File: config.mk
export PLATFORM = sky130hd
export DESIGN_NAME = pidsl_front
export DESIGN_NICKNAME = d
export VERILOG_FILES = /design/src/rtl/pidsl_pkg.sv /design/src/rtl/pidsl_front.sv
export SDC_FILE = /design/constraint.sdc
export NUM_CORES = 1
export LEC_CHECK = 0
export ABC_AREA = 1
export BUFFER_PORTS_ARGS = -buffer_cell sky130_fd_sc_hd__buf_2
export CORE_UTILIZATION = 60
export CTS_BUF_LIST = sky130_fd_sc_hd__clkbuf_8
export CTS_CLUSTER_SIZE = 24
export DETAILED_ROUTE_END_ITERATION = 10
export PLACE_DENSITY = 0.82
export SYNTH_ARGS = -nofsm -noshare
export SYNTH_HDL_FRONTEND = slang
export SYNTH_SLANG_ARGS = --single-unit
File: constraint.sdc
create_clock -name clk -period 6.7 [get_ports clk]
set_input_delay 0 -clock clk [delete_from_list [all_inputs] [get_ports clk]]
set_output_delay 0 -clock clk [all_outputs]
set_load 0.01 [all_outputs]
File: src/rtl/pidsl_pkg.sv
// Shared types, widths and register codes of the slew-limited PID controller.
package pidsl_pkg;

    localparam int MEAS_W  = 16;
    localparam int GAIN_W  = 40;
    localparam int ERR_W   = 17;
    localparam int DTERM_W = 18;
    localparam int SUM_W   = 48;
    localparam int RAW_W   = 42;
    localparam int TRACK_W = 32;
    localparam int CFG_IDX_W  = 3;
    localparam int CFG_DATA_W = 40;

    localparam logic [MEAS_W-1:0] SETPOINT_RST  = 16'd0;
    localparam logic [GAIN_W-1:0] KP_RST        = 40'd4362076160;
    localparam logic [GAIN_W-1:0] KI_RST        = 40'd5033;
    localparam logic [GAIN_W-1:0] KD_RST        = 40'd168;
    localparam logic [MEAS_W-1:0] MAX_OUT_RST   = 16'd65535;
    localparam logic [MEAS_W-1:0] SLEW_THR_RST  = 16'd2000;
    localparam logic [MEAS_W-1:0] SLEW_STEP_RST = 16'd10;

    typedef enum logic [CFG_IDX_W-1:0] {
        REG_SETPOINT  = 3'd0,
        REG_KP        = 3'd1,
        REG_KI        = 3'd2,
        REG_KD        = 3'd3,
        REG_MAX_OUT   = 3'd4,
        REG_SLEW_THR  = 3'd5,
        REG_SLEW_STEP = 3'd6
    } cfg_reg_t;

    typedef struct packed {
        logic [GAIN_W-1:0] kp;
        logic [GAIN_W-1:0] ki;
        logic [GAIN_W-1:0] kd;
    } gains_t;

    typedef struct packed {
        logic [MEAS_W-1:0] drive_max;
        logic [MEAS_W-1:0] slew_threshold;
        logic [MEAS_W-1:0] slew_step;
    } limits_t;

    typedef struct packed {
        logic [ERR_W-1:0]   err;
        logic [SUM_W-1:0]   err_sum;
        logic [DTERM_W-1:0] dterm;
    } front_t;

    typedef struct packed {
        logic [RAW_W-1:0] raw_on;
        logic [RAW_W-1:0] raw_off;
    } raw_pair_t;

    typedef struct packed {
        logic               integral_on;
        logic [TRACK_W-1:0] tracked;
    } out_stat_t;

endpackage

File: src/rtl/pidsl_front.sv
// Error, saturating error sum and derivative history; first pipeline stage.
module pidsl_front (
    input  logic                              clk,
    input  logic                              rst_n,
    input  logic                              in_valid,
    output logic                              in_ready,
    input  logic [pidsl_pkg::MEAS_W-1:0]      measurement,
    input  logic [pidsl_pkg::MEAS_W-1:0]      setpoint,
    output logic                              out_valid,
    input  logic                              out_ready,
    output pidsl_pkg::front_t                 out_data
);
    import pidsl_pkg::*;

    logic signed [ERR_W-1:0]   last_err_reg, last_err_next;
    logic signed [ERR_W-1:0]   prev_err_reg, prev_err_next;
    logic signed [SUM_W-1:0]   err_sum_reg, err_sum_next;
    logic                      vld_reg, vld_next;
    front_t                    data_reg, data_next;

    logic signed [ERR_W-1:0]   err;
    logic signed [SUM_W:0]     sum_wide;
    logic signed [SUM_W-1:0]   sum_sat;
    logic signed [DTERM_W-1:0] dterm;
    logic                      accept;

    assign in_ready = !vld_reg || out_ready;
    assign accept   = in_valid && in_ready;

    always_comb
    begin
        err      = $signed({1'b0, setpoint}) - $signed({1'b0, measurement});
        sum_wide = {err_sum_reg[SUM_W-1], err_sum_reg}
                 + {{(SUM_W-ERR_W+1){err[ERR_W-1]}}, err};
        // saturate at the 48-bit signed limits
        if (sum_wide[SUM_W] != sum_wide[SUM_W-1])
        begin
            sum_sat = sum_wide[SUM_W] ? {1'b1, {(SUM_W-1){1'b0}}}
                                      : {1'b0, {(SUM_W-1){1'b1}}};
        end
        else
        begin
            sum_sat = sum_wide[SUM_W-1:0];
        end
        dterm = {last_err_reg[ERR_W-1], last_err_reg}
              - {prev_err_reg[ERR_W-1], prev_err_reg};

        last_err_next = accept ? err : last_err_reg;
        prev_err_next = accept ? last_err_reg : prev_err_reg;
        err_sum_next  = accept ? sum_sat : err_sum_reg;

        vld_next          = in_ready ? in_valid : vld_reg;
        data_next         = data_reg;
        if (accept)
        begin
            data_next.err     = err;
            data_next.err_sum = sum_sat;
            data_next.dterm   = dterm;
        end
    end

    always_ff @(posedge clk or negedge rst_n)
    begin
        if (!rst_n)
        begin
            last_err_reg <= '0;
            prev_err_reg <= '0;
            err_sum_reg  <= '0;
            vld_reg      <= 1'b0;
        end
        else
        begin
            last_err_reg <= last_err_next;
            prev_err_reg <= prev_err_next;
            err_sum_reg  <= err_sum_next;
            vld_reg      <= vld_next;
        end
    end

    always_ff @(posedge clk)
    begin
        data_reg <= data_next;
    end

    assign out_valid = vld_reg;
    assign out_data  = data_reg;

endmodule

-- After elaboration in Yosys (flattened, before gate mapping)
Cells that the tools add are included.
- equality and inequality tests: 1
- reduce and logical (&&, ||, !) cells: 3
- add/sub/neg operators: 3
- mux-type cells: 2
- operators with widths (cell ; count):
    48-bit two-way mux ; 2
    48-bit by 17-bit adder with 49-bit output ; 1
    17-bit by 17-bit subtractor with 18-bit output ; 1
    16-bit by 16-bit subtractor with 17-bit output ; 1
    1-bit logical AND ; 1
    1-bit logical NOT ; 1
    1-bit logical OR ; 1
    1-bit inequality test ; 1
- input port bits: 36
- register bits: 166
- logic and storage cells: 16
- output and inout port bits: 85

-- Depth between registers and ports, before layout
- depth after elaboration: 4
- gate-level depth with buffers: 29
- gate-level depth less buffers: 29

-- Worst setup path after synthesis
Ideal clock, no wire load.
- path type: input to register
- start point: input port measurement[9] (netlist name)
- end point: register data_reg (netlist bit out_data[19]) (data pin)
- arrival time: 4298 ps
- path slack: 2148 ps
- required time: 6446 ps
- setup time: 254 ps
- stages: 22
- path buffers: 2
- cells stage by stage: inv_1 ha_1 a21oi_1 o21ai_0 a211oi_1 nand2_1 nand2_1 nand2_1 a21oi_1 ha_1 nand2_1 inv_1 a21oi_1 nand2_1 a21oi_1 nand3_2 nand2_2 nand2_4 nand2_4 buf_6 buf_6 nand2_1
- word-level cells in the longest chain between the ends: 4
- elaborated cells between the ends (all ways): 5
- classes of those cells: 2 x add/sub; 1 x eq/ne; 2 x mux
- ends and longest elaborated chain (item ; RTL line ; RTL):
    from (decl) ; pidsl_front.sv:7 ; input logic [pidsl_pkg::MEAS_W-1:0] measurement,
    16-bit by 16-bit subtractor with 17-bit output * ; pidsl_front.sv:32 ; err = $signed({1'b0, setpoint}) - $signed({1'b0, measurement});
    net err[16] ; pidsl_front.sv:21 ; logic signed [ERR_W-1:0] err;
    48-bit by 17-bit adder with 49-bit output * ; pidsl_front.sv:34 ; + {{(SUM_W-ERR_W+1){err[ERR_W-1]}}, err};
    48-bit two-way mux or 1-bit inequality test (tied branches) ; pidsl_front.sv:38, pidsl_front.sv:36 ;
    48-bit two-way mux * ; pidsl_front.sv:36 ; if (sum_wide[SUM_W] != sum_wide[SUM_W-1])
    net sum_sat[1] ; pidsl_front.sv:23 ; logic signed [SUM_W-1:0] sum_sat;
    to (signal assigned) ; pidsl_front.sv:82 ; data_reg <= data_next;
    to (decl) ; pidsl_front.sv:19 ; front_t data_reg, data_next;
Mark *: on every way through the listed nets, which the timed path passes. The rest lies on a longest branch.
A chain may end at the register's enable or synchronous reset.

-- Final worst setup path
- start point: input port measurement[0] (netlist name)
- end point: register data_reg (netlist bit out_data[20]) (data pin)
Same word-level chain as after synthesis.

==> flow_summary.json <==
{
  "worst_path_most_repeated_cell": "nand2_1",
  "first_iter_violations": 642,
  "die_w_um": 140,
  "slew_headroom": 0.258,
  "clkTransAtPathRegs_ns": 0.09,
  "largest_reg_flops": 83,
  "start_util": 0.612,
  "yosysMostFrequentCell": "nand2_1",
  "drt_wl_total_um": 30600,
  "min_path_type": "in2reg",
  "coreArea_um2": 18600,
  "setup_viol": 0,
  "synth.top_cell.area_share": 0.219,
  "crit_slowest_cell": "nand2_4",
  "grt_pass1_vias": 9969,
  "startpoint_type": "input pin",
  "worst-path-buf-inv": 4,
  "ios": 121,
  "cts_made_buffers": 17,
  "p_per_area_nw_per_um2": 547,
  "synth_top_area_cell": "edfxtp_1",
  "ys_seq_elements": 166,
  "dp_hpwl_um": 23500,
  "finalMaxSlewViolations": 0,
  "grt_pass1_wl_um": 49000,
  "clk_latency_ns": 0.47,
  "synth_common_cells": "nand2_1, inv_1, nor2_1",
  "cts_tree": "built",
  "drive_gt1_frac": 0.117,
  "async_flop_share": 0.500,
  "p_sw_mw": 3.45,
  "ctsHtreeMaxLevel": 4,
  "io_buffers": 120,
  "drc_errors": 0,
  "finalSetupTns_ns": 0,
  "synth_edf_count": 83,
  "antenna_found_initial": 1,
  "dr.pass1.iters": 5,
  "path_class": "in2reg",
  "hold_viol": 0,
  "postCtsSetupBuffers": 0,
  "whs_endpoint": "last_err_reg[0]$_DFFE_PN0P_",
  "grt_usage": 0.323,
  "viasPerCell": 5.46,
  "swShare": 0.502,
  "holdPathStages": 4,
  "clockPowerShare": 0.108,
  "antenna_left": 0,
  "antenna_cells": 0,
  "rsz0062_at_grt": "false",
  "max_freq_mhz": 201,
  "areaGrowthSynthToFinish_pct": 10.3,
  "grt.overflow.total": 0,
  "vias": 10214,
  "dieArea_um2": 19600,
  "max-cap-violations": 0,
  "r2r-start": "err_sum_reg[0]$_DFFE_PN0P_",
  "syn_area_um2": 11400,
  "placementRows": 50,
  "max_stage_delay_ns": 0.61,
  "holdCritStartpoint": "setpoint[0]",
  "synthTopCellsByArea": "edfxtp_1, dfrtp_1, nand2_1, ha_1, inv_1",
  "ys_seq_area_frac": 0.401,
  "worstPathArrival_ns": 5.15,
  "status": "finished, final reports clean",
  "reg2reg_to": "out_data[20]$_DFFE_PP_",
  "p_seq_frac": 0.273,
  "final_cells": 1870,
  "cts_root_buffer": "clkbuf_8",
  "layout.nets": 1744,
  "place.gp.congestion": 0.993,
  "min_period_ns": 4.99,
  "clock_path_buffers": 2,
  "grt_max_degree": 84,
  "worst_pin_slew_ns": 1.11,
  "ys_types": 39,
  "p_leak_nw": 6.48,
  "path_max_fanout": 78,
  "peakVddDrop_uv": 354,
  "cts.sinks": 166,
  "numPlacedInstances": 1835,
  "worst_ep_required_time_ns": 6.86,
  "synthCells": 1508,
  "finalCritPeriodShare": 0.744,
  "internal_power_mw": 3.43,
  "fin_skew_ns": 0.0169,
  "wl_per_cell_um": 16.4,
  "avgSynthCellArea_um2": 7.56,
  "dieHeight_um": 140,
  "fillers": 1619,
  "synth_ff_type": "edfxtp_1",
  "r2r_setup_slack_ns": 3.25,
  "cp_top_family": "simple AND/OR/NAND/NOR gates",
  "yosysWarnings": 0,
  "endpoint_kind": "register",
  "r2r.worst_path.cells": 14,
  "comb_power_share": 0.620,
  "synth_fp_nets": 1629
}
[kinds of logic (layout without fill, tap and decap cells)]
group	Yosys count	after routing	share of synthesized area
compound gates	231	231	0.115
xor+xnor	59	59	0.0453
fa+ha+maj	85	85	0.0952
simple gates	710	710	0.254
buf+inv	257	385	0.0900
flops	166	166	0.401
[final cells by class]
class	instances	area (µm²)	area share
Multi-Input combinational cell	1085	5820	0.462
Inverter	227	857	0.0682
Clock inverter	14	138	0.0109
Timing Repair Buffer	126	656	0.0521
Tap cell	234	293	0.0233
Clock buffer	18	248	0.0197
Sequential cell	166	4570	0.363
[power groups by stage]
stage	Combinational, mW	Clock (mW)	Sequential [mW]
floorplan	3.05	0	1.97
global placement	4.08	0	1.89
detailed placement	4.18	0	1.89
CTS	4.21	0.747	1.88
global route	4.75	0.783	1.91
finish	4.26	0.740	1.88
[layout by cell type (no fill, tap or decap), types with 4 or more instances in the layout]
master | synthesis | layout
nand2_1 | 493 | 492
dfrtp_1 | 83 | 83
ha_1 | 82 | 82
xor2_1 | 40 | 40
nand2_2 | 5 | 6
a31oi_1 | 33 | 33
a21oi_1 | 88 | 87
edfxtp_1 | 83 | 83
nand3_1 | 33 | 33
buf_4 | 1 | 4
nor2_2 | 5 | 5
o21bai_1 | 15 | 15
nand4_1 | 24 | 24
nor2_1 | 121 | 121
o21ai_0 | 70 | 70
inv_6 | 0 | 6
buf_2 | 7 | 119
nor3_1 | 15 | 15
o21ai_2 | 14 | 14
clkbuf_8 | 0 | 18
xnor2_1 | 19 | 19
nand3b_1 | 5 | 5
inv_1 | 225 | 224
[how the worst max path moves through the flow]
stage                   start                endpoint  cells past startpoint
4_1_cts        measurement[0]  out_data[20]$_DFFE_PP_                     25
2_1_floorplan  measurement[9]  out_data[19]$_DFFE_PP_                     22
3_3_place_gp   measurement[0]  out_data[20]$_DFFE_PP_                     24
6_report       measurement[0]  out_data[20]$_DFFE_PP_                     25
3_5_place_dp   measurement[0]  out_data[20]$_DFFE_PP_                     24
5_1_grt        measurement[0]  out_data[20]$_DFFE_PP_                     25
[routing by layer]
layer	vias up	track usage	part of all wire
met5	-	0	0.00043
met3	65	0.0423	0.048
met4	2	0.128	0.031
met2	300	0.554	0.48
met1	4754	0.413	0.44
li1	5093	-	-
[through the flow]
stage               cell area, µm²  hold slack (ns)  setup slack (ns)   util  total power [mW]
detailed placement           12200            0.267              1.93  0.652              6.07
finish                       12600           0.0270              1.71  0.675              6.88
floorplan                    11400           -0.296              2.15      -              5.02
CTS                          12600           0.0202              1.87  0.675              6.83
global route                 12600           0.0328              1.39  0.675              7.45
global placement             12200            0.263              1.99  0.652              5.96
[worst register-to-register path, stage by stage (launching register included)]
cell and delay, ns:
dfrtp_1 0.40, ha_1 0.26, fa_1 0.44, nand2_1 0.11
nand2_1 0.06, nand3b_1 0.10, nand2_1 0.17, nand2_1 0.10
nand2_1 0.13, nand2_1 0.17, nand3_2 0.11, nand2_2 0.09
nand2_4 0.08, nand2_4 0.61, o21ai_1 0.32
[repair_timing]
action | CTS | global route
resized for setup | 0 | 0
hold buffers | 3 | 0
endpoints found under the hold margin | 85 | 0
Note: power is estimated with default switching activity, not from simulation.
