**src/rtl/pidsl_pkg.sv**
```systemverilog
// Shared types, widths and register codes of the slew-limited PID controller.
package pidsl_pkg;

    localparam int MEAS_W  = 16;
    localparam int GAIN_W  = 40;
    localparam int ERR_W   = 17;
    localparam int DTERM_W = 18;
    localparam int SUM_W   = 48;
    localparam int RAW_W   = 42;
    localparam int TRACK_W = 32;
    localparam int CFG_IDX_W  = 3;
    localparam int CFG_DATA_W = 40;

    localparam logic [MEAS_W-1:0] SETPOINT_RST  = 16'd0;
    localparam logic [GAIN_W-1:0] KP_RST        = 40'd4362076160;
    localparam logic [GAIN_W-1:0] KI_RST        = 40'd5033;
    localparam logic [GAIN_W-1:0] KD_RST        = 40'd168;
    localparam logic [MEAS_W-1:0] MAX_OUT_RST   = 16'd65535;
    localparam logic [MEAS_W-1:0] SLEW_THR_RST  = 16'd2000;
    localparam logic [MEAS_W-1:0] SLEW_STEP_RST = 16'd10;

    typedef enum logic [CFG_IDX_W-1:0] {
        REG_SETPOINT  = 3'd0,
        REG_KP        = 3'd1,
        REG_KI        = 3'd2,
        REG_KD        = 3'd3,
        REG_MAX_OUT   = 3'd4,
        REG_SLEW_THR  = 3'd5,
        REG_SLEW_STEP = 3'd6
    } cfg_reg_t;

    typedef struct packed {
        logic [GAIN_W-1:0] kp;
        logic [GAIN_W-1:0] ki;
        logic [GAIN_W-1:0] kd;
    } gains_t;

    typedef struct packed {
        logic [MEAS_W-1:0] drive_max;
        logic [MEAS_W-1:0] slew_threshold;
        logic [MEAS_W-1:0] slew_step;
    } limits_t;

    typedef struct packed {
        logic [ERR_W-1:0]   err;
        logic [SUM_W-1:0]   err_sum;
        logic [DTERM_W-1:0] dterm;
    } front_t;

    typedef struct packed {
        logic [RAW_W-1:0] raw_on;
        logic [RAW_W-1:0] raw_off;
    } raw_pair_t;

    typedef struct packed {
        logic               integral_on;
        logic [TRACK_W-1:0] tracked;
    } out_stat_t;

endpackage

```
**src/rtl/pidsl_out.sv**
```systemverilog
// Integral gate select, slew tracker, output clamp and result register.
module pidsl_out (
    input  logic                          clk,
    input  logic                          rst_n,
    input  logic                          in_valid,
    output logic                          in_ready,
    input  pidsl_pkg::raw_pair_t          in_data,
    input  pidsl_pkg::limits_t            limits,
    output logic                          out_valid,
    input  logic                          out_ready,
    output logic [pidsl_pkg::MEAS_W-1:0]  drive,
    output logic                          slew_limited,
    output logic                          clamped_high,
    output pidsl_pkg::out_stat_t          stat
);
    import pidsl_pkg::*;

    logic signed [TRACK_W-1:0] tracked_reg, tracked_next;
    logic                      integral_on_reg, integral_on_next;
    logic                      vld_reg, vld_next;
    logic [MEAS_W-1:0]         drive_reg, drive_next;
    logic                      slew_reg, slew_next;
    logic                      high_reg, high_next;

    logic signed [RAW_W-1:0]   raw;
    logic signed [RAW_W:0]     d_up;
    logic signed [RAW_W:0]     d_dn;
    logic signed [RAW_W:0]     thr;
    logic                      up;
    logic                      slew;
    logic signed [TRACK_W-1:0] tr_step;
    logic signed [RAW_W-1:0]   val;
    logic                      neg;
    logic                      high;
    logic                      accept;

    assign in_ready = !vld_reg || out_ready;
    assign accept   = in_valid && in_ready;

    always_comb
    begin
        raw  = integral_on_reg ? in_data.raw_on : in_data.raw_off;
        d_up = {raw[RAW_W-1], raw} - {{(RAW_W-TRACK_W+1){tracked_reg[TRACK_W-1]}}, tracked_reg};
        d_dn = {{(RAW_W-TRACK_W+1){tracked_reg[TRACK_W-1]}}, tracked_reg} - {raw[RAW_W-1], raw};
        thr  = $signed({{(RAW_W-MEAS_W+1){1'b0}}, limits.slew_threshold});
        // equal values count toward a downward step
        up   = d_up > 0;
        slew = up ? (d_up >= thr) : (d_dn >= thr);
        tr_step = up ? tracked_reg + {{(TRACK_W-MEAS_W){1'b0}}, limits.slew_step}
                     : tracked_reg - {{(TRACK_W-MEAS_W){1'b0}}, limits.slew_step};

        val  = slew ? {{(RAW_W-TRACK_W){tr_step[TRACK_W-1]}}, tr_step} : raw;
        neg  = val[RAW_W-1];
        high = neg ? (limits.drive_max == '0)
                   : (val[RAW_W-2:0] >= {{(RAW_W-1-MEAS_W){1'b0}}, limits.drive_max});

        tracked_next     = (accept && slew) ? tr_step : tracked_reg;
        integral_on_next = accept ? !high : integral_on_reg;

        vld_next   = accept ? 1'b1 : (out_ready ? 1'b0 : vld_reg);
        drive_next = drive_reg;
        slew_next  = slew_reg;
        high_next  = high_reg;
        if (accept)
        begin
            if (high)
            begin
                drive_next = limits.drive_max;
            end
            else if (neg)
            begin
                drive_next = '0;
            end
            else
            begin
                drive_next = val[MEAS_W-1:0];
            end
            slew_next = slew;
            high_next = high;
        end
    end

    always_ff @(posedge clk or negedge rst_n)
    begin
        if (!rst_n)
        begin
            tracked_reg     <= '0;
            integral_on_reg <= 1'b0;
            vld_reg         <= 1'b0;
        end
        else
        begin
            tracked_reg     <= tracked_next;
            integral_on_reg <= integral_on_next;
            vld_reg         <= vld_next;
        end
    end

    always_ff @(posedge clk)
    begin
        drive_reg <= drive_next;
        slew_reg  <= slew_next;
        high_reg  <= high_next;
    end

    assign out_valid        = vld_reg;
    assign drive            = drive_reg;
    assign slew_limited     = slew_reg;
    assign clamped_high     = high_reg;
    assign stat.integral_on = integral_on_reg;
    assign stat.tracked     = tracked_reg;

endmodule

```
**config.mk**
```make
export PLATFORM = sky130hd
export DESIGN_NAME = pidsl_out
export DESIGN_NICKNAME = d
export VERILOG_FILES = /design/src/rtl/pidsl_pkg.sv /design/src/rtl/pidsl_out.sv
export SDC_FILE = /design/constraint.sdc
export NUM_CORES = 1
export LEC_CHECK = 0
export BUFFER_PORTS_ARGS = -buffer_cell sky130_fd_sc_hd__buf_2
export CAP_MARGIN = 20
export CORE_ASPECT_RATIO = 2
export CORE_UTILIZATION = 45
export CTS_CLUSTER_SIZE = 10
export DETAILED_ROUTE_END_ITERATION = 8
export PLACE_DENSITY_LB_ADDON = 0.08
export SLEW_MARGIN = 10
export SYNTH_ARGS = -nofsm -noshare
export SYNTH_HDL_FRONTEND = slang
export SYNTH_SLANG_ARGS = --single-unit
```
**constraint.sdc**
```tcl
create_clock -name clk -period 26.3 [get_ports clk]
set_input_delay 1.315 -clock clk [delete_from_list [all_inputs] [get_ports clk]]
set_output_delay 1.315 -clock clk [all_outputs]
set_load 0.05 [all_outputs]
```
# After elaboration in Yosys (flattened, before gate mapping)
# Cells that the tools add are included.
# W data, S select, Z words.
[op_classes]
muxes = 9
order_cmp = 4
n_reduce_logical = 7
add_sub_neg = 4
[ops]
columns = ["op", "n"]
rows = [
  ["$ge A43 B17 Y1", 2],
  ["$mux W42", 2],
  ["$gt A43 B1 Y1 const B", 1],
  ["$sub A32 B42 Y43", 1],
  ["$sub A42 B32 Y43", 1],
  ["$ge A41 B16 Y1", 1],
  ["$add A32 B16 Y32", 1],
  ["$mux W16", 2],
  ["$mux W32", 1],
  ["$sub A32 B16 Y32", 1],
  ["$logic_not A16 Y1", 1],
  ["$mux W1", 4],
  ["$logic_and A1 B1 Y1", 2],
  ["$logic_not A1 Y1", 2],
  ["$reduce_bool A2 Y1", 1],
  ["$logic_or A1 B1 Y1", 1],
]
[word_totals]
out_inout_bits = 53
regBits = 52

# Longest topological paths before layout
# Gate-level depths: netlist of the first run.
[logic_depth]
ltp_word = 8
mapped_depth = 45
depth_no_buf = 40

# Least setup slack after synthesis of the first run
# No wires, ideal clock.
[synth_timing]
path_kind = "flip-flop to flip-flop"
startpoint = "register integral_on_reg"
endpoint = "register drive_reg[10], in the netlist drive[10] (data pin)"
setup_slack_ns = 16.701
path_stages_with_launch = 45
synth_period_minus_slack_ns = 9.599
arrival_time_ns = 9.339
required_time_ns = 26.040
path_cell_list = "dfrtp_1 > clkbuf_1 > clkbuf_1 > buf_1 > mux2i_1 > inv_1 > fa_1 > a21o_1 > a221o_1 > a21oi_4 > o31ai_1 > o21ai_0 > and3_1 > o221ai_1 > or4_1 > nor3_1 > or2_2 > clkbuf_1 > [9 not listed] > nand2b_1 > and2_1 > o21ai_0 > nand2b_1 > xor2_1 > nor2_1 > a21oi_1 > ha_1 > nand4_1 > nor4_1 > nand4_1 > nand4_1 > nor3_1 > nand3_1 > or4_4 > a221oi_4 > buf_8 > mux2_4"
[synth_between]
elab_chain_len = 8
[synth_lines]
columns = ["item", "line_no", "rtl"]
rows = [
  ["start: declaration", "pidsl_out.sv:19", "logic integral_on_reg, integral_on_next;"],
  ["start signal: assignment", "pidsl_out.sv:94", "integral_on_reg <= integral_on_next;"],
  ["$mux W42 *", "pidsl_out.sv:42", "raw = integral_on_reg ? in_data.raw_on : in_data.raw_off;"],
  ["$sub A42 B32 Y43 / $sub A32 B42 Y43 (equally long branches)", "pidsl_out.sv:43, pidsl_out.sv:44", ""],
  ["$gt A43 B1 Y1 / $ge A43 B17 Y1 (equally long branches)", "pidsl_out.sv:47, pidsl_out.sv:48", ""],
  ["$mux W32 / $mux W1 (equally long branches)", "pidsl_out.sv:49, pidsl_out.sv:48", ""],
  ["$mux W42 *", "pidsl_out.sv:52", "val = slew ? {{(RAW_W-TRACK_W){tr_step[TRACK_W-1]}}, tr_step} : raw;"],
  ["$ge A41 B16 Y1", "pidsl_out.sv:55", ": (val[RAW_W-2:0] >= {{(RAW_W-1-MEAS_W){1'b0}}, limits.drive_max});"],
  ["$mux W1", "pidsl_out.sv:54", "high = neg ? (limits.drive_max == '0)"],
  ["$mux W16 *", "pidsl_out.sv:66", "if (high)"],
  ["end signal: assignment", "pidsl_out.sv:101", "drive_reg <= drive_next;"],
  ["end: declaration", "pidsl_out.sv:21", "logic [MEAS_W-1:0] drive_reg, drive_next;"],
]
# Mark *: on every way between the ends. The rest lies on a longest branch, timed or not.
# A chain may end at the register's enable or synchronous reset.

# Final worst setup path of the first run
[layout_timing]
startpoint = "register integral_on_reg"
endpoint = "register drive_reg[4], in the netlist drive[4] (data pin)"
# The elaborated chain is that of the path after synthesis.

==> results.md, run 1 <==
- Timing would allow up to 0.0828 GHz.
- STA classifies the critical path startpoint as a register.
- The count of final setup violators is 0.
- The maximum number of pins on one net before global-route repair is 44.
- The post-detailed-route count of antenna-violating nets is 0.
- The first global-routing pass estimated 82000 microns of wire.
- In the final layout, the share of cells above drive strength 1 is 16.2%.
- The number of max-slew violations in the final report is 0.
- The detailed router's first-iteration violation count is 703.
- Sequential cells were found to cover 11.7% of the synthesized design area.
- The dominant synthesized flop cell is sky130_fd_sc_hd__dfrtp_1.
- In the final layout, flip-flops and latches occupy 0.00139 sq mm.
- The post-detailed-route wirelength per cell is 27.0 microns.
- The number of vias after detailed routing is 13100.
- Routability-driven placement finished with a final weighted congestion of 1.03.
- In the routed layout, each cell is associated on average with a via count of 6.34.
- The synthesized design contains 18 enable-type register cells.
- In the post-synthesis netlist, the cell with the most instances is sky130_fd_sc_hd__ha_1.
- The floorplan step set the die height to 232 microns.
- Across the run, the number of max-cap violations was 0.
- The detailed-routing iteration count for the pre-antenna-repair pass is 6.
- STA classifies the critical path endpoint as a register.
- The number of global-route vias before repair is 13300.
- For the finished layout, the period the worst path requires is 12.08 ns.
- The routed wire length is 55900 microns.
- Across the routed clock network, the largest skew measured is 0.00905 ns.
- After clock tree synthesis, the flow added hold-fix buffers numbering 0.
- The largest individual stage delay along the critical path comes from the cell sky130_fd_sc_hd__a221oi_4.
- Ranked by total cell area, the synthesized netlist is headed by sky130_fd_sc_hd__ha_1, sky130_fd_sc_hd__dfrtp_1, sky130_fd_sc_hd__a21oi_1.
- The x dimension of the die is 117 microns.
- Global routing used 42.5% of the available tracks across all layers.
- The synthesized design contains 52 register bits.
- The worst register-to-register path begins at integral_on_reg.
- For the worst setup path, the data arrival time is 12.15 ns.
- The worst min-delay path class is reg2reg.
- The run finished with clean final reports.
- Of all cell types, the one taking the most synthesized area is sky130_fd_sc_hd__ha_1.
- The final setup slack of the worst path is 14.22 ns.
- In this run the core area contains 83 standard-cell rows.
- The worst relative slew slack is 15.0%.
- The TritonCTS clock tree is yes.
- The number of top-level pins is 189.
- The die covers 0.0270 sq mm.
- The root buffer cell is sky130_fd_sc_hd__clkbuf_16.
- The register with the most flip-flops in the layout has 32 of them.
- The number of standard cells after synthesis is 1591.
- The clock transition time at the flip-flop clock pins of the worst setup and hold paths is 0.08 ns.
- The share of Yosys cell area claimed by the top area cell type is 17.3%.
- The utilization after layout is 51.1%.
- The cell area that synthesis handed to floorplanning was 0.0119 sq mm.
- The total of buffers placed on input and output ports is 188.
- The kind of critical path is reg2reg.
- Dividing the synthesized area by the synthesized cell count gives 7.45 sq um.
- Along the worst path, the maximum fanout reaches 29.
- For this run, design rule violations remaining after detail routing come to 0.
- OpenSTA, run right after detailed placement, puts the worst setup slack at 14.54 ns.
- The CTS buffer count is 5.
- The clock tree synthesis step divided the H-tree into 2 levels.
- The clock sink total is 52.
- The clock passes through at most 2 buffers.
- During synthesis, Yosys emitted a total of 0 warnings.
- The required time of the worst setup path is 26.37 ns.
- The number of cells traversed by the worst register-to-register path is 39.
- The count of fill cells added during filler insertion is 2785.
- After the last flow step, the layout net total stands at 2033.
- The worst-skew pair later-pin latency is 0.31 ns.
- Gates resized during post-CTS repair numbered 0.
- Ranked by instance count, the synthesized netlist is headed by sky130_fd_sc_hd__ha_1, sky130_fd_sc_hd__a21oi_1, sky130_fd_sc_hd__inv_1, sky130_fd_sc_hd__nand2_1, sky130_fd_sc_hd__nor2_1.
- Together, buffers and inverters on the worst path number 2.
- The startpoint of the worst setup timing path is integral_on_reg.
- Setup repair after global routing left no endpoint under its margin.
- The multi-input combinational cells in the finished layout cover a total of 0.00965 sq mm.
- The net count after synthesis is 1894.
- Buffers added to address setup during post-CTS repair amount to 0.
- The final HPWL from detailed placement is 44300 microns.
- The cell family contributing the most delay on the critical path is simple AND/OR/NAND/NOR gates.
- The critical path's largest stage delay is 0.95 ns.
- The endpoint identified for the worst register-to-register timing path is drive[4].
- The capture point of the critical path is drive[4].
- Adding up every negative setup slack in the final design gives 0 ns.
- The effective utilization at floorplan is 46.0%.
- The initial antenna violation count is 5.
- The area growth from synthesis to layout is 10.9%.
- The final count of hold timing violations is 0.
- The ratio of final minimum period to clock period is 45.9%.
- The placeable core region is 0.0258 sq mm.
- The cell depth of the worst setup path is 39.
- In this run the register-to-register setup slack is 14.22 ns.
- After global routing the overflow that remains totals 0.
- The number of different library cells in the post-synthesis netlist is 86.
- The measured slew at the worst slew-check pin is 1.26 ns.
- Counting flops with an async set or reset pin after synthesis yields a share of 65.4%.
## tightest hold or removal path, delay by kind of cell (launching register included)
family,cells,cell delay (ns)
simple gates,2,0.17
flops,1,0.35
## worst min path at each step
stage / start / endpoint / slack [ns] / depth (start not counted)
after global routing: out_valid / out_valid / 0.58 / 2
final: out_valid / out_valid / 0.55 / 2
after detailed placement: tracked_reg[0] / tracked_reg[0] / 0.54 / 2
after CTS: tracked_reg[0] / tracked_reg[0] / 0.56 / 2
after global placement: tracked_reg[0] / tracked_reg[0] / 0.51 / 2
after floorplan: tracked_reg[0] / tracked_reg[0] / 0.78 / 2
## logic make-up (layout without fill, tap and decap cells)
family	Yosys count	count (layout)	synth area share [%]
buf+inv	202	342	7.02
mux	90	90	8.35
other cells	0	3	0
simple gates	475	475	20.1
compound gates	521	521	28.8
fa+ha+maj	167	167	17.8
flops	52	52	11.7
xor+xnor	84	84	6.20
## stage by stage
step / area (sq um) / hold WS, ns / std cells
after floorplan: 11900 / 0.783 / 1591
after global placement: 13000 / 0.511 / 2060
after detailed placement: 13000 / 0.544 / 2061
after CTS: 13100 / 0.559 / 2069
after global routing: 13100 / 0.585 / 2073
final: 13200 / 0.552 / 2074
## final cells by class
type	count	share of cell area [%]
Antenna cell	3	0.0571
Clock buffer	6	0.980
Clock inverter	2	0.105
Inverter	133	3.80
Multi-Input combinational cell	1337	73.4
Sequential cell	52	10.6
Tap cell	340	3.23
Timing Repair Buffer	201	7.88
## cell usage in the layout, fill, tap and decap left out, drive strengths merged, types with 41 or more instances in the layout
cell,count
ha,164
xnor2,57
nor3,41
mux2,50
a21oi,158
o21ai,109
buf,200
nand2,119
a21o,41
nor2,114
inv,134
## layer usage
| metal | track usage (%) | share of wire, % | vias up |
|---|---|---|---|
| met2 | 72.1 | 49 | 568 |
| met1 | 37.6 | 31 | 6193 |
| met4 | 41.1 | 11 | 2 |
| li1 | - | - | 6113 |
| met5 | 0 | 0.020 | - |
| met3 | 15.5 | 8.3 | 266 |
Power of run 1 is not shown: default switching activity piles up to over one toggle a cycle in this logic, so the estimate is an artifact.
==> run 2, diff against run 1 <==
--- a/config.mk
+++ b/config.mk
@@ -5,6 +5,7 @@
 export SDC_FILE = /design/constraint.sdc
 export NUM_CORES = 1
 export LEC_CHECK = 0
+export ABC_AREA = 1
 export BUFFER_PORTS_ARGS = -buffer_cell sky130_fd_sc_hd__buf_2
 export CAP_MARGIN = 20
 export CORE_ASPECT_RATIO = 2
==> constraint.sdc (replaced) <==
create_clock -name clk -period 10.7 [get_ports clk]
set_input_delay 0.535 -clock clk [delete_from_list [all_inputs] [get_ports clk]]
set_output_delay 0.535 -clock clk [all_outputs]
set_load 0.05 [all_outputs]
==> results.md, run 2 <==
- The fraction of synthesized area in multiplexers is 0%.
- The final count of hold timing violations was 0.
- The number of max-slew violations in the final report is 0.
- In this run the clock root is driven by a sky130_fd_sc_hd__clkbuf_16.
- STA classifies the critical path startpoint as a register.
- The largest delay contributor family on the critical path is simple AND/OR/NAND/NOR gates.
- The endpoint identified for the worst register-to-register timing path is integral_on_reg.
- The total of flip-flops plus latches after synthesis is 52.
- Synthesis handed over a netlist of 2434 instances.
- For this block, the initial DRC count from the detailed router was 1084.
- The post-CTS setup buffer count is 0.
- Counting flops with an async set or reset pin after synthesis yields a share of 65.4%.
- Counting buffers and inverters, the worst setup path is 44 cells deep.
- The layout has 3287 filler cells.
- The number of H-tree branching levels is 2.
- After Yosys synthesis, XOR and XNOR cells account for 4.99% of the synthesized area.
- The worst-skew pair later-pin latency is 0.32 ns.
- The count of flip-flops with a built-in enable after synthesis is 18.
- Across the run, the number of max-cap violations was 0.
- The x dimension of the die is 124 microns.
- The sequential share of the synthesized area is 10.4%.
- The area growth from synthesis to layout is 9.99%.
- By startpoint and endpoint, the worst setup path is classified as reg2reg.
- Wires add up to 63100 microns.
- The total grt overflow is 0.
- The worst clock skew is 0.0200 ns.
- The library cells used most frequently in the layout, excluding fill and tap cells, are sky130_fd_sc_hd__nand2_1, sky130_fd_sc_hd__inv_1, sky130_fd_sc_hd__buf_2.
- Once layout is done, the placed cells without fillers occupy 0.0147 sq mm.
- The floorplan step defined a die boundary enclosing 0.0304 sq mm.
- Clock tree synthesis found a total of 52 sinks.
- The number of hold buffers added after CTS was 0.
- The aggregate negative setup slack is 0 ns.
- Summing the areas of all compound-gate instances in the mapped netlist gives 12.9% of the synthesized area.
- The worst-path maximum fanout is 57.
- The most used standard cell by instance count after synthesis is sky130_fd_sc_hd__nand2_1.
- The instance area after placement is 0.0145 sq mm.
- The dominant synthesized flop cell is sky130_fd_sc_hd__dfrtp_1.
- The maximum achievable frequency is 0.0993 GHz.
- At the pin with the least slew margin, the transition time is 1.23 ns.
- The worst relative slew slack is 17.4%.
- The critical path's largest stage delay is 0.94 ns.
- The buffer levels on the longest clock path is 2.
- The element type at the critical path end is a register.
- For this run, the detailed router's first-pass iteration total came to 8.
- The number of cells traversed by the worst register-to-register path is 44.
- The register with the most flip-flops in the layout has 32 of them.
- The run finished with clean final reports.
- The placer congestion estimate is 1.10.
- The TritonCTS clock tree is yes.
- The initial antenna violation count was 3.
- The total placed cells including tap cells is 2939.
- Sorting the synthesized cells by how often they occur yields sky130_fd_sc_hd__nand2_1, sky130_fd_sc_hd__inv_1, sky130_fd_sc_hd__ha_1, sky130_fd_sc_hd__nand3_1, sky130_fd_sc_hd__nor2_1.
- Of the total synthesized cell area, the portion taken by full adders, half adders and majority gates is 15.8%.
- The routed design could run at a clock period as short as 10.07 ns.
- The total global routing track utilization is 42.6%.
- The final HPWL from detailed placement is 53000 microns.
- In the routed design, unresolved DRC markers number 0.
- Dividing the detail-routed via count by the number of cells gives 5.44.
- The number of vias after detailed routing is 16100.
- The number of rows in the core area is 88.
- The most frequent cell on the critical path is sky130_fd_sc_hd__nand2_1.
- The main combinational cell family by area after synthesis is simple AND/OR/NAND/NOR gates.
- The post-layout net count is 2890.
- The number of cells in the finished layout apart from fillers is 2949.
- The net count after synthesis is 2737.
- The placeable core region is 0.0290 sq mm.
- The largest total area in the synthesized netlist belongs to sky130_fd_sc_hd__nand2_1.
- The simple-gate share of the synthesized area is 40.7%.
- The tightest min-delay check is of the in2async type.
- The source of the worst register-to-register timing path is integral_on_reg.
- The number of global-route vias before repair is 15800.
- In this run the vertical extent of the chip is 245 microns.
- The total number of yosys warnings is 0.
- During placement, the flow inserted port buffers numbering 188.
- The largest individual stage delay along the critical path comes from the cell sky130_fd_sc_hd__dfrtp_2.
- Entering global routing, the biggest net connects 58 pins.
- Setup violations remaining at the end of the flow were counted as 0.
- The cell area that synthesis handed to floorplanning was 0.0133 sq mm.
- After synthesis, the netlist uses 47 different library cells.
- In the final layout, the share of cells above drive strength 1 is 10.9%.
- Together, buffers and inverters on the worst path number 5.
- Ranked by total cell area, the synthesized netlist is headed by sky130_fd_sc_hd__nand2_1, sky130_fd_sc_hd__ha_1, sky130_fd_sc_hd__inv_1.
- The clock transition time at the flip-flop clock pins of the worst setup and hold paths is 0.07 ns.
- Setup repair after global routing left no endpoint under its margin.
- The number of top-level pins is 189.
- In the final routed layout, each cell accounts on average for 21.4 microns.
- The required time of the worst setup path is 10.89 ns.
- The effective utilization at floorplan is 46.1%.
- The most common library cell in the layout ignoring fill and taps is sky130_fd_sc_hd__nand2_1.
- The worst endpoint data arrival time is 10.26 ns.
- For this run, the share of the core covered by cells in the final layout is 50.7%.
- Of the available clock period, the critical path in the final layout requires 94.1%.
- The post-detailed-route count of antenna-violating nets is 0.
- Counting the buffers created by CTS gives 5.
- The quantity of gates resized following cts is 0.
- The first-pass GRT wire length is 93100 microns.
- The share of Yosys cell area claimed by the top area cell type is 24.6%.
- Across all register-to-register paths, the minimum setup slack is 0.63 ns.
- A synthesized cell averages 5.48 sq um.
[run 2: metrics by stage]
step           worst slack, ns  hold slack, ns
2_1_floorplan             3.47           0.239
3_3_place_gp              1.11           0.530
3_5_place_dp              1.16           0.532
4_1_cts                   1.13           0.337
5_1_grt                 0.0563           0.385
6_report                 0.632           0.309
[run 2: worst max-delay path by stage]
stage | startpoint | endpoint | slack (ns)
2_1_floorplan | integral_on_reg | drive[10] | 3.47
3_3_place_gp | integral_on_reg | integral_on_reg | 1.11
3_5_place_dp | integral_on_reg | integral_on_reg | 1.16
4_1_cts | integral_on_reg | integral_on_reg | 1.13
5_1_grt | integral_on_reg | integral_on_reg | 0.06
6_report | integral_on_reg | integral_on_reg | 0.63
[run 2: metal layers]
metal / share of wire, % / track usage [%] / routed length, microns / vias up
met2: 48 / 71.9 / 30400 / 695
met5: 0 / 0 / 0 / -
met4: 14 / 47.7 / 8610 / 0
met1: 31 / 37.1 / 19300 / 7151
li1: - / - / - / 7878
met3: 7.6 / 12.5 / 4830 / 333
[run 2: layout make-up]
| class | count | area [sq um] | share of cell area [%] |
|---|---|---|---|
| Antenna cell | 1 | 2.50 | 0.0171 |
| Clock buffer | 6 | 129 | 0.879 |
| Clock inverter | 2 | 12.5 | 0.0853 |
| Inverter | 476 | 1790 | 12.2 |
| Multi-Input combinational cell | 1860 | 9920 | 67.7 |
| Sequential cell | 52 | 1390 | 9.49 |
| Tap cell | 360 | 450 | 3.07 |
| Timing Repair Buffer | 192 | 971 | 6.62 |
[run 2: kinds of logic after synthesis]
family,after synthesis
AO/OA/AOI/OAI,319
XOR/XNOR,76
adder cells (fa/ha/maj),167
buffers and inverters,522
flip-flops,52
AND/OR/NAND/NOR,1298
Power of run 2 is left out for the same reason.
